--- src/qma_pkg.sv ---
package qma_pkg;

    localparam int MAX_NODES_DEF   = 16;
    localparam int TABLE_DEPTH_DEF = 16;
    localparam int TIME_BITS_DEF   = 48;
    localparam int NODE_W          = 5;
    localparam int OP_W            = 3;
    localparam int KIND_W          = 2;

    localparam logic [OP_W-1:0] OP_GRANT     = 3'd0;
    localparam logic [OP_W-1:0] OP_REQUEST   = 3'd1;
    localparam logic [OP_W-1:0] OP_INQUIRE   = 3'd2;
    localparam logic [OP_W-1:0] OP_YIELD     = 3'd3;
    localparam logic [OP_W-1:0] OP_RELEASE   = 3'd4;
    localparam logic [OP_W-1:0] OP_LOCAL_REQ = 3'd5;
    localparam logic [OP_W-1:0] OP_LOCAL_REL = 3'd6;

    localparam logic [KIND_W-1:0] KIND_GRANT   = 2'd0;
    localparam logic [KIND_W-1:0] KIND_INQUIRE = 2'd1;
    localparam logic [KIND_W-1:0] KIND_YIELD   = 2'd2;

    localparam logic [0:0] REG_OWN_ID     = 1'b0;
    localparam logic [0:0] REG_NODE_COUNT = 1'b1;

endpackage

--- src/qma_ram.sv ---
module qma_ram #(
    parameter int WIDTH = 8,
    parameter int DEPTH = 16
) (
    input  logic                     aclk,
    input  logic                     we,
    input  logic [$clog2(DEPTH)-1:0] waddr,
    input  logic [WIDTH-1:0]         wdata,
    input  logic [$clog2(DEPTH)-1:0] raddr,
    output logic [WIDTH-1:0]         rdata
);

    logic [WIDTH-1:0] mem [DEPTH];

    always_ff @(posedge aclk) begin
        if (we) begin
            mem[waddr] <= wdata;
        end
        rdata <= mem[raddr];
    end

endmodule

--- src/qma_scan.sv ---
// scans the table memory one entry per cycle for the queue head
module qma_scan import qma_pkg::*; #(
    parameter int TABLE_DEPTH = TABLE_DEPTH_DEF,
    parameter int TIME_BITS   = TIME_BITS_DEF
) (
    input  logic                           aclk,
    input  logic                           aresetn,
    input  logic                           start,
    input  logic [TABLE_DEPTH-1:0]         live,
    input  logic [NODE_W+TIME_BITS-1:0]    rdata,
    output logic [$clog2(TABLE_DEPTH)-1:0] raddr,
    output logic                           done,
    output logic                           found,
    output logic [$clog2(TABLE_DEPTH)-1:0] best_idx,
    output logic [NODE_W-1:0]              best_node,
    output logic [TIME_BITS-1:0]           best_time
);

    localparam int IW = $clog2(TABLE_DEPTH);

    logic [IW:0]   cnt_reg;
    logic          run_reg;
    logic          chk_reg;
    logic [IW-1:0] chk_idx_reg;
    logic          found_reg;
    logic [IW-1:0] best_idx_reg;
    logic [NODE_W-1:0]    best_node_reg;
    logic [TIME_BITS-1:0] best_time_reg;
    logic                 better;
    logic [NODE_W-1:0]    rd_node;
    logic [TIME_BITS-1:0] rd_time;

    assign rd_node = rdata[NODE_W+TIME_BITS-1:TIME_BITS];
    assign rd_time = rdata[TIME_BITS-1:0];
    assign raddr   = cnt_reg[IW-1:0];
    assign better  = !found_reg || rd_time < best_time_reg ||
                     (rd_time == best_time_reg && rd_node < best_node_reg);

    always_ff @(posedge aclk) begin
        if (!aresetn) begin
            run_reg   <= 1'b0;
            chk_reg   <= 1'b0;
            found_reg <= 1'b0;
            cnt_reg   <= '0;
            done      <= 1'b0;
        end else begin
            done    <= 1'b0;
            chk_reg <= run_reg;
            if (start) begin
                run_reg   <= 1'b1;
                cnt_reg   <= '0;
                found_reg <= 1'b0;
                chk_reg   <= 1'b0;
            end else if (run_reg) begin
                if (cnt_reg == (IW+1)'(TABLE_DEPTH - 1)) begin
                    run_reg <= 1'b0;
                end
                cnt_reg <= cnt_reg + 1'b1;
            end
            chk_idx_reg <= cnt_reg[IW-1:0];
            if (chk_reg && live[chk_idx_reg] && better) begin
                found_reg     <= 1'b1;
                best_idx_reg  <= chk_idx_reg;
                best_node_reg <= rd_node;
                best_time_reg <= rd_time;
            end
            if (chk_reg && !run_reg) begin
                done <= 1'b1;
            end
        end
    end

    assign found     = found_reg;
    assign best_idx  = best_idx_reg;
    assign best_node = best_node_reg;
    assign best_time = best_time_reg;

endmodule

--- src/quorum_mutex_arbiter_top.sv ---
// channel   | direction | ports
// request   | in        | s_valid s_ready s_operation s_sender s_request_time
// result    | out       | m_valid m_ready m_send_* m_in_critical m_table_full
// config    | in        | psel penable pwrite paddr pwdata prdata pready
// one request at a time; the result follows the serial scan of the table memory
// (one entry read per cycle), then the decide and finish states
// yield, release by the head, local release with own id in the quorum, and a request that
// displaces the own head outside the critical section merge and rescan with a second scan
// aresetn is synchronous; valid and delayed flags clear at once, no clearing pass
// s_ready is low from accept until the result is taken on the m_ side
module quorum_mutex_arbiter_top import qma_pkg::*; #(
    parameter int MAX_NODES   = MAX_NODES_DEF,
    parameter int TABLE_DEPTH = TABLE_DEPTH_DEF,
    parameter int TIME_BITS   = TIME_BITS_DEF
) (
    input  logic                 aclk,
    input  logic                 aresetn,
    input  logic                 s_valid,
    output logic                 s_ready,
    input  logic [OP_W-1:0]      s_operation,
    input  logic [NODE_W-1:0]    s_sender,
    input  logic [TIME_BITS-1:0] s_request_time,
    output logic                 m_valid,
    input  logic                 m_ready,
    output logic                 m_send_valid,
    output logic [KIND_W-1:0]    m_send_kind,
    output logic [NODE_W-1:0]    m_send_dest,
    output logic                 m_in_critical,
    output logic                 m_table_full,
    input  logic                 psel,
    input  logic                 penable,
    input  logic                 pwrite,
    input  logic [2:0]           paddr,
    input  logic [31:0]          pwdata,
    output logic [31:0]          prdata,
    output logic                 pready
);

    localparam int IW = $clog2(TABLE_DEPTH);
    localparam int EW = NODE_W + TIME_BITS;

    typedef enum logic [2:0] {
        S_IDLE, S_SCAN, S_DECIDE, S_SCAN2, S_GRANT, S_FINISH, S_OUT
    } state_t;

    state_t state_reg;
    logic [NODE_W-1:0] own_id_reg, node_count_reg;
    logic [TABLE_DEPTH-1:0] valid_reg, delayed_reg;
    logic [MAX_NODES:0] marks_reg;
    logic crit_reg;
    logic [OP_W-1:0] op_reg;
    logic [NODE_W-1:0] snd_reg;
    logic [TIME_BITS-1:0] t_reg;
    logic sv_reg, full_reg;
    logic [KIND_W-1:0] kind_reg;
    logic [NODE_W-1:0] dest_reg;

    logic we;
    logic [IW-1:0] waddr, raddr;
    logic [EW-1:0] wdata, rdata;
    logic scan_start, scan_done, found;
    logic [IW-1:0] best_idx;
    logic [NODE_W-1:0] best_node;
    logic [TIME_BITS-1:0] best_time;
    logic [TABLE_DEPTH-1:0] live;

    logic [MAX_NODES:0] qmask;
    logic own_in_q, has_free, any_del, earlier, cfg_wr;
    logic rescan;
    logic [IW-1:0] free_idx;
    logic [NODE_W-1:0] put_node;
    logic [MAX_NODES:0] own_bit, snd_bit;

    assign live = valid_reg & ~delayed_reg;

    qma_ram #(.WIDTH(EW), .DEPTH(TABLE_DEPTH)) u_ram (
        .aclk(aclk), .we(we), .waddr(waddr), .wdata(wdata),
        .raddr(raddr), .rdata(rdata)
    );

    qma_scan #(.TABLE_DEPTH(TABLE_DEPTH), .TIME_BITS(TIME_BITS)) u_scan (
        .aclk(aclk), .aresetn(aresetn), .start(scan_start), .live(live),
        .rdata(rdata), .raddr(raddr), .done(scan_done), .found(found),
        .best_idx(best_idx), .best_node(best_node), .best_time(best_time)
    );

    always_comb begin
        qmask = '0;
        for (int a = 1; a <= MAX_NODES; a = a * 2) begin
            if (a < int'(node_count_reg)) begin
                qmask[a] = 1'b1;
            end
        end
    end

    always_comb begin
        own_bit = '0;
        snd_bit = '0;
        for (int i = 1; i <= MAX_NODES; i++) begin
            if (own_id_reg == NODE_W'(i)) own_bit[i] = 1'b1;
            if (snd_reg == NODE_W'(i)) snd_bit[i] = 1'b1;
        end
    end

    assign own_in_q = |(own_bit & qmask);
    assign any_del  = |(valid_reg & delayed_reg);
    assign has_free = ~&valid_reg;
    always_comb begin
        free_idx = '0;
        for (int i = TABLE_DEPTH - 1; i >= 0; i--) begin
            if (!valid_reg[i]) free_idx = IW'(i);
        end
    end
    assign put_node = (op_reg == OP_LOCAL_REQ) ? own_id_reg : snd_reg;
    assign earlier  = t_reg < best_time ||
                      (t_reg == best_time && put_node < best_node);

    // operations that merge the queues and rescan for the new head (granted, or marked if own)
    assign rescan = (op_reg == OP_YIELD) ||
                    (op_reg == OP_RELEASE && found && best_node == snd_reg) ||
                    (op_reg == OP_LOCAL_REL && own_in_q) ||
                    (op_reg == OP_REQUEST && has_free && found && earlier &&
                     best_node == own_id_reg && !crit_reg);

    assign cfg_wr = psel && penable && pwrite;
    assign pready = 1'b1;
    always_comb begin
        prdata = '0;
        case (paddr[2])
            REG_OWN_ID:     prdata[NODE_W-1:0] = own_id_reg;
            REG_NODE_COUNT: prdata[NODE_W-1:0] = node_count_reg;
            default:        prdata = '0;
        endcase
    end

    assign s_ready       = (state_reg == S_IDLE);
    assign m_valid       = (state_reg == S_OUT);
    assign m_send_valid  = sv_reg;
    assign m_send_kind   = kind_reg;
    assign m_send_dest   = dest_reg;
    assign m_in_critical = crit_reg;
    assign m_table_full  = full_reg;
    assign wdata = {put_node, t_reg};
    assign waddr = free_idx;

    always_comb begin
        scan_start = 1'b0;
        we = 1'b0;
        if (state_reg == S_IDLE && s_valid) begin
            scan_start = 1'b1;
        end
        if (state_reg == S_DECIDE) begin
            if ((op_reg == OP_REQUEST || (op_reg == OP_LOCAL_REQ && own_in_q)) &&
                has_free) begin
                we = 1'b1;
            end
        end
        // the rescan needs its own start pulse
        if (state_reg == S_GRANT) begin
            scan_start = 1'b1;
        end
    end

    always_ff @(posedge aclk) begin
        if (!aresetn) begin
            state_reg      <= S_IDLE;
            own_id_reg     <= NODE_W'(1);
            node_count_reg <= NODE_W'(16);
            valid_reg      <= '0;
            delayed_reg    <= '0;
            marks_reg      <= '0;
            crit_reg       <= 1'b0;
            sv_reg         <= 1'b0;
            full_reg       <= 1'b0;
            kind_reg       <= KIND_GRANT;
            dest_reg       <= '0;
        end else begin
            if (cfg_wr) begin
                case (paddr[2])
                    REG_OWN_ID:     own_id_reg <= pwdata[NODE_W-1:0];
                    REG_NODE_COUNT: node_count_reg <= pwdata[NODE_W-1:0];
                    default:        ;
                endcase
            end
            case (state_reg)
                S_IDLE: begin
                    if (s_valid) begin
                        op_reg   <= s_operation;
                        snd_reg  <= s_sender;
                        t_reg    <= s_request_time;
                        sv_reg   <= 1'b0;
                        full_reg <= 1'b0;
                        kind_reg <= KIND_GRANT;
                        dest_reg <= '0;
                        state_reg <= S_SCAN;
                    end
                end
                S_SCAN: begin
                    if (scan_done) state_reg <= S_DECIDE;
                end
                S_DECIDE: begin
                    state_reg <= rescan ? S_GRANT : S_FINISH;
                    case (op_reg)
                        OP_GRANT: marks_reg <= marks_reg | snd_bit;
                        OP_REQUEST: begin
                            if (!has_free) begin
                                full_reg <= 1'b1;
                            end else if (!found) begin
                                valid_reg[free_idx]   <= 1'b1;
                                delayed_reg[free_idx] <= 1'b0;
                                sv_reg <= 1'b1; dest_reg <= snd_reg;
                            end else if (earlier) begin
                                valid_reg[free_idx] <= 1'b1;
                                if (best_node == own_id_reg && !crit_reg) begin
                                    // merged queue; rescan for the new head
                                    marks_reg   <= marks_reg & ~own_bit;
                                    delayed_reg <= '0;
                                end else if (best_node == own_id_reg) begin
                                    delayed_reg[free_idx] <= 1'b1;
                                end else begin
                                    if (!any_del) begin
                                        sv_reg <= 1'b1; kind_reg <= KIND_INQUIRE;
                                        dest_reg <= best_node;
                                    end
                                    delayed_reg[free_idx] <= 1'b1;
                                end
                            end else begin
                                valid_reg[free_idx]   <= 1'b1;
                                delayed_reg[free_idx] <= 1'b0;
                            end
                        end
                        OP_INQUIRE: begin
                            if (!crit_reg) begin
                                marks_reg <= marks_reg & ~snd_bit;
                                sv_reg <= 1'b1; kind_reg <= KIND_YIELD;
                                dest_reg <= snd_reg;
                            end
                        end
                        OP_YIELD: begin
                            delayed_reg <= '0;
                        end
                        OP_RELEASE: begin
                            if (found && best_node == snd_reg) begin
                                valid_reg[best_idx] <= 1'b0;
                                delayed_reg <= '0;
                            end
                        end
                        OP_LOCAL_REQ: begin
                            if (own_in_q && has_free && !found) begin
                                marks_reg <= {{MAX_NODES{1'b0}}, 1'b1} | own_bit;
                            end else begin
                                marks_reg <= {{MAX_NODES{1'b0}}, 1'b1};
                            end
                            if (own_in_q) begin
                                if (!has_free) begin
                                    full_reg <= 1'b1;
                                end else if (!found) begin
                                    valid_reg[free_idx]   <= 1'b1;
                                    delayed_reg[free_idx] <= 1'b0;
                                end else if (earlier) begin
                                    if (!any_del) begin
                                        sv_reg <= 1'b1; kind_reg <= KIND_INQUIRE;
                                        dest_reg <= best_node;
                                    end
                                    valid_reg[free_idx]   <= 1'b1;
                                    delayed_reg[free_idx] <= 1'b1;
                                end else begin
                                    valid_reg[free_idx]   <= 1'b1;
                                    delayed_reg[free_idx] <= 1'b0;
                                end
                            end
                        end
                        OP_LOCAL_REL: begin
                            crit_reg     <= 1'b0;
                            marks_reg[0] <= 1'b0;
                            if (own_in_q) begin
                                if (found) valid_reg[best_idx] <= 1'b0;
                                delayed_reg <= '0;
                            end
                        end
                        default: ;
                    endcase
                end
                S_GRANT: begin
                    state_reg <= S_SCAN2;
                end
                S_SCAN2: begin
                    if (scan_done) begin
                        state_reg <= S_FINISH;
                        if (found) begin
                            // a displaced own head grants the new head even if it is own
                            if (op_reg == OP_REQUEST || best_node != own_id_reg) begin
                                sv_reg <= 1'b1; kind_reg <= KIND_GRANT;
                                dest_reg <= best_node;
                            end else if (own_in_q) begin
                                marks_reg <= marks_reg | own_bit;
                            end
                        end
                    end
                end
                S_FINISH: begin
                    if (marks_reg[0] && ((marks_reg & qmask) == qmask)) begin
                        crit_reg <= 1'b1;
                    end
                    state_reg <= S_OUT;
                end
                S_OUT: begin
                    if (m_ready) state_reg <= S_IDLE;
                end
                default: state_reg <= S_IDLE;
            endcase
        end
    end

    a_one_side: assert property (@(posedge aclk) disable iff (!aresetn)
        !(s_ready && m_valid)) else $error("ready while result pending");
    a_full_quiet: assert property (@(posedge aclk) disable iff (!aresetn)
        m_valid && m_table_full |-> !m_send_valid) else $error("send on full");
    a_crit_marks: assert property (@(posedge aclk) disable iff (!aresetn)
        $rose(crit_reg) |-> marks_reg[0]) else $error("critical without pending");

endmodule
--- config.mk ---
export PLATFORM = sky130hd
export DESIGN_NAME = quorum_mutex_arbiter_top
export DESIGN_NICKNAME = d
export VERILOG_FILES = /design/src/qma_pkg.sv /design/src/qma_ram.sv /design/src/qma_scan.sv /design/src/quorum_mutex_arbiter_top.sv
export SDC_FILE = /design/constraint.sdc
export NUM_CORES = 1
export LEC_CHECK = 0
export ABC_CLOCK_PERIOD_IN_PS = 11400
export BUFFER_PORTS_ARGS = -buffer_cell sky130_fd_sc_hd__buf_2
export CAP_MARGIN = 5
export CORE_MARGIN = 4
export CORE_UTILIZATION = 48
export CTS_CLUSTER_DIAMETER = 150
export DETAILED_ROUTE_END_ITERATION = 10
export HOLD_SLACK_MARGIN = 0.03
export PLACE_DENSITY_LB_ADDON = 0.08
export SLEW_MARGIN = 10
export SYNTH_ARGS = -nofsm -noshare
export SYNTH_HDL_FRONTEND = slang
export SYNTH_SLANG_ARGS = --single-unit
--- constraint.sdc ---
create_clock -name aclk -period 11.4 [get_ports aclk]
set_input_delay 1.14 -clock aclk [delete_from_list [all_inputs] [get_ports aclk]]
set_output_delay 1.14 -clock aclk [all_outputs]
set_load 0.005 [all_outputs]
==> results of run 1 <==
[synth_stat cells (8+ instances only)]
cell type  number  area [um^2]
dfxtp_1       123         2462
o21ai_0        72        360.4
xor2_1          8        70.07
clkbuf_1       71        266.5
inv_1          96        360.4
a22o_1          9        78.83
o31ai_1         9        67.56
ha_1          106         1326
or3_1          10        62.56
edfxtp_1      965        28980
nand4_1        28        175.2
mux4_2        266         5991
a21o_1         19        142.6
nand2_1        77        289.0
buf_1          22        82.58
a31oi_1        17        106.4
nor3_1         19        95.09
nand3b_1       11        82.58
mux2i_1        19        190.2
a211oi_1       14        105.1
nand2b_1       13        81.33
buf_4          28        210.2
a221oi_1       10        87.58
nor2_1         50        187.7
a21oi_1        66        330.3
nor3b_1        11        82.58
o21a_1          8        60.06
o211ai_1       10        75.07
nor2b_1        14        87.58
and3_1          9        56.30
nand3_1        20        100.1
[logic make-up (layout without fill, tap and decap cells)]
| group | count (synthesis) | count (layout) | synth area share |
|---|---|---|---|
| buffers and inverters | 222 | 430 | 0.02168 |
| multiplexers | 292 | 292 | 0.1429 |
| adder cells (fa/ha/maj) | 106 | 106 | 0.03028 |
| XOR/XNOR | 13 | 13 | 0.002600 |
| AO/OA/AOI/OAI | 304 | 304 | 0.04717 |
| flip-flops | 1088 | 1088 | 0.7179 |
| AND/OR/NAND/NOR | 304 | 304 | 0.03726 |
| other | 2 | 28 | 0.0001715 |
[worst min-delay path by stage]
stage                                end  slack, ps  depth (start not counted)
floorplan            u_scan.best_node[0]        400                          0
global route        u_scan.best_time[46]        440                          0
global placement     u_scan.best_node[0]        420                          0
CTS                 u_scan.best_time[46]        440                          0
detailed placement  u_scan.best_time[46]        420                          0
finish               u_scan.best_node[0]        430                          0
[layout make-up]
cell class | count | area (um^2) | share of cell area
Timing Repair Buffer | 118 | 685.7 | 0.01388
Inverter | 97 | 382.9 | 0.007748
Sequential cell | 1088 | 31460 | 0.6365
Multi-Input combinational cell | 1047 | 11530 | 0.2333
Clock buffer | 151 | 3062 | 0.06196
Tap cell | 1176 | 1471 | 0.02978
Clock inverter | 64 | 828.3 | 0.01676
[power by group]
group	total, mW	switching [mW]	internal, mW
registers	4.41	0.0561	4.35
logic	0.249	0.128	0.121
clock network	3.81	1.55	2.26
[critical path: stages (launching register included)]
cell       delay (ps)
edfxtp_1          330
inv_1              60
ha_1              280
and4_1            230
nand3_1           140
or4b_2            810
or3_1             590
nor2_1            170
a221oi_1          190
o2111ai_1         420
nand2_4           680
[metrics by stage]
step / total power [mW] / utilization / hold slack, ps
finish: 8.469 / 0.5473 / 434.5
global route: 8.756 / 0.5473 / 439.7
CTS: 8.554 / 0.5473 / 437.1
detailed placement: 4.748 / 0.5042 / 422.5
global placement: 4.740 / 0.5042 / 418.2
floorplan: 4.661 / - / 399.5
[per-layer routing]
metal,share of wire,vias up
met1,0.44,11804
li1,-,9772
met4,0.019,0
met2,0.49,597
met3,0.046,142
met5,0,-
==> metrics.yaml, run 1 <==
worstHoldStart: "u_ram.rdata[48]"
antenna_found_initial: 1
grt_max_degree: 154
min_path_type: "flip-flop to flip-flop"
cp-end-kind: "flip-flop"
synthArstFlopShare: 0
place_ws_ps: 6865
die_area_um2: 96130
finClkSkew_ps: 25.68
grt_util_met2: 0.3589
mostFrequentLayoutCell: "edfxtp_1"
die_h_um: 310.1
dr.pass1.iters: 8
rr_worst_depth: 10
synth_edf_count: 965
power.leakage_nw: 16.13
cp-startpoint: "u_scan.best_time[41]"
drv_slew: 0
clk_pin_slew_ps: 60
drc: 0
cp_data_arrival_time_ps: 4660
ios: 143
rsz0062_at_grt: "no"
worst_pin_slew_ps: 1400
reg_top3: "u_ram.mem x848, u_ram.rdata x53"
final_cell_area_um2: 49420
antenna_left: 0
fin_setup_tns_ps: 0
routabilityCongestion: 0.8541
yosysWarnings: 0
hold_buffers: 0
clkSinkCount: 1088
grt_usage: 0.2144
syn_inst: 2331
avgSynthCellArea_um2: 18.79
fin_crit_ps: 4447
synthToLayoutAreaGrowth_pct: 12.84
max-vdd-ir-drop_uv: 118.3
dp_cells: 3526
fin_cells: 3741
die_w_um: 310.1
fp-row-count: 110
r2r_end: "u_scan.best_time[20]"
cts_max_level: 3
diodes: 0
maxCapViolations: 0
synth_flop_cell: "edfxtp_1"
largest_register: "u_ram.mem"
power.density_nw_per_um2: 171.4
clk_latency_ps: 690
post_dp_cell_area_um2: 45520
routed_wl_um: 101400
cp-start-kind: "flip-flop"
dr.first_iter.drc_count: 2071
initial_core_util: 0.4851
met3_usage: 0.03097
fmax_mhz: 224.9
cts_made_buffers: 113
worstSetupPathType: "flip-flop to flip-flop"
use_met1: 0.3036
netlist_area_um2: 43790
hold_viol: 0
place_hpwl_um: 56300
grt_pass1_wl_um: 152100
cts_buffer_depth: 3
routed_via_density: 5.965
post-route-period-util: 0.3901
post_cts_resize_count: 0
fillCellCount: 6977
r2r_start: "u_scan.best_time[41]"
grt_pass1_vias: 23230
io_buffers: 85
drt-wirelength-per-cell_um: 27.11
ys_seq_elements: 1088
gr-total-overflow: 0
yosysSeqAreaShare: 0.7179
relSlewSlack: 0.05324
core_um2: 90290
final_cell_mix: "edfxtp_1 (965), mux4_2 (266), dfxtp_1 (119)"
endpoint: "u_scan.best_time[20]"
cts_tree: "done"
setup_viol: 0
largest_register_ffs: 848
root_buffer: "clkbuf_16"
required_ps: 11610
critPathMaxFanout: 57
layout.nets: 2669
r2r_slack_ps: 6950
setup_slack_ps: 6953
layout-drive-gt1-share: 0.2402
busiest_layer: "met2"
status: "complete, no violations"
post-cts-setup-buffer-count: 0
dr_total_vias: 22315
synth_cell_types: 82
Power figures use the tool's default switching activity.
==> run 2: changes to the inputs <==
Settings changed: ABC_CLOCK_PERIOD_IN_PS 11400 to 4600.
Clock period 11.4 ns to 4.6 ns, I/O delays scaled along.
==> run 2 against run 1 <==
  * Maximum frequency grew 5.6%
  * Non-clock buffer count grew 114
  * Design area grew 2.0%
  * Sequential power grew 150%
  * Global-route usage grew 0.64 points
  * Critical endpoint is now delayed_reg[2]
  * Largest power group unchanged
==> metrics.yaml, run 2 (same netlist as run 1, synthesis figures left out) <==
status: "complete, no violations"
mostFrequentLayoutCell: "edfxtp_1"
grt_pass1_vias: 23681
fmax_mhz: 237.6
critPathMaxFanout: 17
hold_viol: 0
routed_via_density: 5.897
critPathMaxStageDelay_ps: 720
root_buffer: "clkbuf_16"
r2r_start: "t_reg[37]"
dr.first_iter.drc_count: 1854
antenna_found_initial: 2
path_cells: "ha_1 -> nand4_1 -> or4_1 -> nand3b_1 -> or4b_4 -> o31ai_4 -> a41oi_2 -> a41o_1 -> o2bb2ai_1"
fin_crit_ps: 4209
setup_viol: 0
routed_wl_um: 104300
rr_worst_depth: 9
grt_usage: 0.2208
relSlewSlack: 0.3286
die_w_um: 310.1
cpMaxStageDelayCell: "or4_1"
min_path_type: "primary input to flip-flop"
post-route-period-util: 0.9150
diodes: 0
initial_core_util: 0.4851
r2r_end: "delayed_reg[2]"
drc: 0
grt_max_degree: 60
cp-start-kind: "flip-flop"
cp_data_arrival_time_ps: 4740
dr.pass1.iters: 5
r2r_slack_ps: 390
drv_slew: 0
final_cell_mix: "edfxtp_1 (965), mux4_2 (266), dfxtp_1 (119)"
power.density_nw_per_um2: 403.7
core_um2: 90290
worstSetupPathType: "flip-flop to flip-flop"
post-cts-setup-buffer-count: 0
cts_tree: "done"
routabilityCongestion: 0.8618
setup_slack_ps: 391.1
fin_setup_tns_ps: 0
fp-row-count: 110
place_ws_ps: 434.8
max-vdd-ir-drop_uv: 338.4
clkSinkCount: 1088
clk_pin_slew_ps: 60
synthToLayoutAreaGrowth_pct: 15.13
post_cts_resize_count: 0
antenna_left: 0
clk_latency_ps: 700
place_hpwl_um: 61460
rsz0062_at_grt: "no"
gr-total-overflow: 0
cp-end-kind: "flip-flop"
cp_top_family: "simple AND/OR/NAND/NOR gates"
crit_cells: 9
final_util: 0.5585
cp_num_buf_inv: 0
largest_register: "u_ram.mem"
power.leakage_nw: 16.60
cts_buffer_depth: 3
dr_total_vias: 22738
required_ps: 5140
drt-wirelength-per-cell_um: 27.04
die_area_um2: 96130
largest_register_ffs: 848
cts_made_buffers: 114
cts_max_level: 3
layout.nets: 2784
cp-startpoint: "t_reg[37]"
worst_pin_slew_ps: 1007
reg_top3: "u_ram.mem x848, u_ram.rdata x53"
endpoint: "delayed_reg[2]"
maxCapViolations: 0
finClkSkew_ps: 49.30
io_buffers: 85
grt_pass1_wl_um: 155300
layout-drive-gt1-share: 0.2440
ios: 143
die_h_um: 310.1
run 2: final cells by class:
| cell class | instances | area [um^2] |
|---|---|---|
| sequential | 1088 | 31460 |
| clock buffer | 159 | 3143 |
| multi-input combinational | 1047 | 11530 |
| tap | 1176 | 1471 |
| clock inverter | 57 | 447.9 |
| inverter | 97 | 382.9 |
| fill | 6956 | 39860 |
| timing repair buffer | 232 | 1994 |
run 2: repair_timing:
action,in CTS,in global routing
endpoints found under the hold margin,63,0
endpoints found under the setup margin,0,0
hold buffers,61,0
run 2: power breakdown:
| part | internal, mW | switching [mW] |
|---|---|---|
| Combinational | 0.351 | 0.336 |
| Sequential | 10.8 | 0.131 |
| Clock | 5.00 | 3.75 |
run 2: worst min-delay path by stage:
stage,startpoint,endpoint,slack [ps],cells after the start
after detailed placement,u_ram.rdata[47],u_scan.best_time[47],420,0
final,pwdata[3],own_id_reg[3],70,3
after global placement,u_ram.rdata[6],u_scan.best_time[6],420,0
after global routing,pwdata[3],node_count_reg[3],70,3
after floorplan,u_ram.rdata[48],u_scan.best_node[0],400,0
after CTS,pwdata[3],node_count_reg[3],40,3
run 2: layer usage:
layer  wire length [um]  GRT usage
met3               5497    0.03778
met2              49830     0.3543
met5                  0          0
met4               2540    0.05766
met1              46410     0.3190
run 2: tightest hold or removal path, delay by kind of cell:
| family | cells | cell delay (ps) |
|---|---|---|
| buffers and inverters | 1 | 100 |
| muxes | 1 | 60 |
| and+or+nand+nor | 1 | 70 |
run 2: metrics by stage:
stage | hold slack [ps] | power, mW | instances | area, um^2
6_report | 72.14 | 20.36 | 3856 | 50420
5_1_grt | 71.21 | 21.08 | 3856 | 50420
4_1_cts | 36.62 | 20.57 | 3856 | 50420
3_5_place_dp | 423.1 | 11.79 | 3579 | 46220
3_3_place_gp | 422.6 | 11.77 | 3579 | 46220
2_1_floorplan | 399.5 | 11.55 | 2357 | 43890
==> run 3: changes to the inputs <==
Settings changed: CORE_MARGIN 4 to default.
==> run 3 against run 2 <==
  * Clock power grew 1%
  * Clock skew decreased by 31 ps
  * Power rose by 0.52%
  * Routed wire length is 1.3% lower
  * Non-clock buffer count fell by 22
  * Flip-flop and latch count is the same
==> metrics.yaml, run 3 (same netlist as run 1, synthesis figures left out) <==
relSlewSlack: 0.2818
grt_usage: 0.2257
hold_buffers: 62
die_h_um: 304.1
drt-wirelength-per-cell_um: 26.89
max-vdd-ir-drop_uv: 347.4
place_hpwl_um: 57830
fin_setup_tns_ps: 0
layout-drive-gt1-share: 0.2367
grt_pass1_vias: 23411
worstSetupPathType: "flip-flop to flip-flop"
clk_latency_ps: 680
dr.first_iter.drc_count: 1881
dr_total_vias: 22582
synthToLayoutAreaGrowth_pct: 14.78
fp-row-count: 110
gr-total-overflow: 0
cp-start-kind: "flip-flop"
routabilityCongestion: 0.8527
grt_pass1_wl_um: 153300
status: "complete, no violations"
min_path_type: "primary input to flip-flop"
multi_input_area_um2: 11530
setup_viol: 0
clk_pin_slew_ps: 60
finClkSkew_ps: 18.37
io_buffers: 85
setup_slack_ps: 561.7
cp-end-kind: "flip-flop"
cts_tree: "done"
antenna_left: 0
cts_made_buffers: 110
worst_pin_slew_ps: 1077
drc: 0
die_w_um: 304.1
power.leakage_nw: 16.46
cts_max_level: 3
core_um2: 90150
root_buffer: "clkbuf_16"
fillCellCount: 6904
routed_via_density: 5.902
regArea_um2: 31460
initial_core_util: 0.4858
required_ps: 5200
final_cell_mix: "edfxtp_1 (965), mux4_2 (266), dfxtp_1 (119)"
fin_crit_ps: 4038
maxCapViolations: 0
antenna_found_initial: 0
routed_wl_um: 102900
grt_max_degree: 68
post_cts_resize_count: 0
layout.nets: 2758
reg_top3: "u_ram.mem x848, u_ram.rdata x53"
hold_viol: 0
largest_register_ffs: 848
place_ws_ps: 533.7
rsz0062_at_grt: "no"
critPathMaxFanout: 17
dr.pass1.iters: 5
largest_register: "u_ram.mem"
ios: 143
cp_data_arrival_time_ps: 4640
mostFrequentLayoutCell: "edfxtp_1"
post-route-period-util: 0.8779
cts_buffer_depth: 3
drv_slew: 0
die_area_um2: 92450
power.density_nw_per_um2: 407.1
post-cts-setup-buffer-count: 0
clkSinkCount: 1088
fmax_mhz: 247.6
## run 3: changes by cell type in the layout (fill, tap and decap cells not counted), moves of 2 or more
cell,change
buf_4,-24
bufinv_16,+5
clkbuf_16,-2
clkbuf_8,-2
clkinv_1,-5
clkinv_2,-6
clkinv_4,+2
clkinv_8,-2
clkinvlp_4,+3
## run 3: cell type report
cell class	instances	area share
repair buffers	210	0.03669
clock buffers	155	0.06098
flip-flops and latches	1088	0.6258
well taps	1176	0.02927
diodes	1	0.00004978
inverters	97	0.007617
clock inverters	52	0.01030
multi-input cells	1047	0.2293
## run 3: path summary, 6_finish.rpt
check | startpoint | slack (ps) | depth (start not counted) | end
setup / recovery | t_reg[44] | 560 | 10 | m_send_dest[0]
hold / removal | m_ready | 110 | 4 | state_reg[1]
setup reg to reg | t_reg[44] | 560 | 10 | m_send_dest[0]
hold reg to reg | u_ram.rdata[16] | 440 | 0 | u_scan.best_time[16]
## run 3: report_power, final
part           switching [mW]  leakage, nW  total [mW]  internal (mW)
Combinational           0.338         5.01       0.686          0.348
Sequential              0.128         9.71        10.9           10.8
Clock                    3.71         1.74        8.85           5.15
## run 3: per-layer routing
layer,vias up,track usage,share of wire
li1,9961,-,-
met1,11868,0.3240,0.45
met2,612,0.3636,0.48
met3,141,0.03329,0.049
met4,0,0.05938,0.021
met5,-,0,0
## run 3: critical path, cell delays in order (launching register included)
cell and delay [ps]:
edfxtp_1 640, ha_1 400, nand4_1 130, or4_1 760
nand3b_1 380, or4b_4 650, o21ai_2 210, o31ai_1 100
buf_4 190, nor2_2 250, mux2i_1 230
## run 3: per-stage QoR
stage / util / instance area, um^2 / std cells / hold WS (ps) / power (mW)
2_1_floorplan: - / 43890 / 2357 / 399.5 / 11.55
3_3_place_gp: 0.5109 / 46060 / 3556 / 421.5 / 11.76
3_5_place_dp: 0.5109 / 46060 / 3556 / 422.9 / 11.78
4_1_cts: 0.5576 / 50260 / 3825 / 64.28 / 20.67
5_1_grt: 0.5576 / 50260 / 3825 / 91.85 / 21.08
6_report: 0.5576 / 50270 / 3826 / 107.6 / 20.46
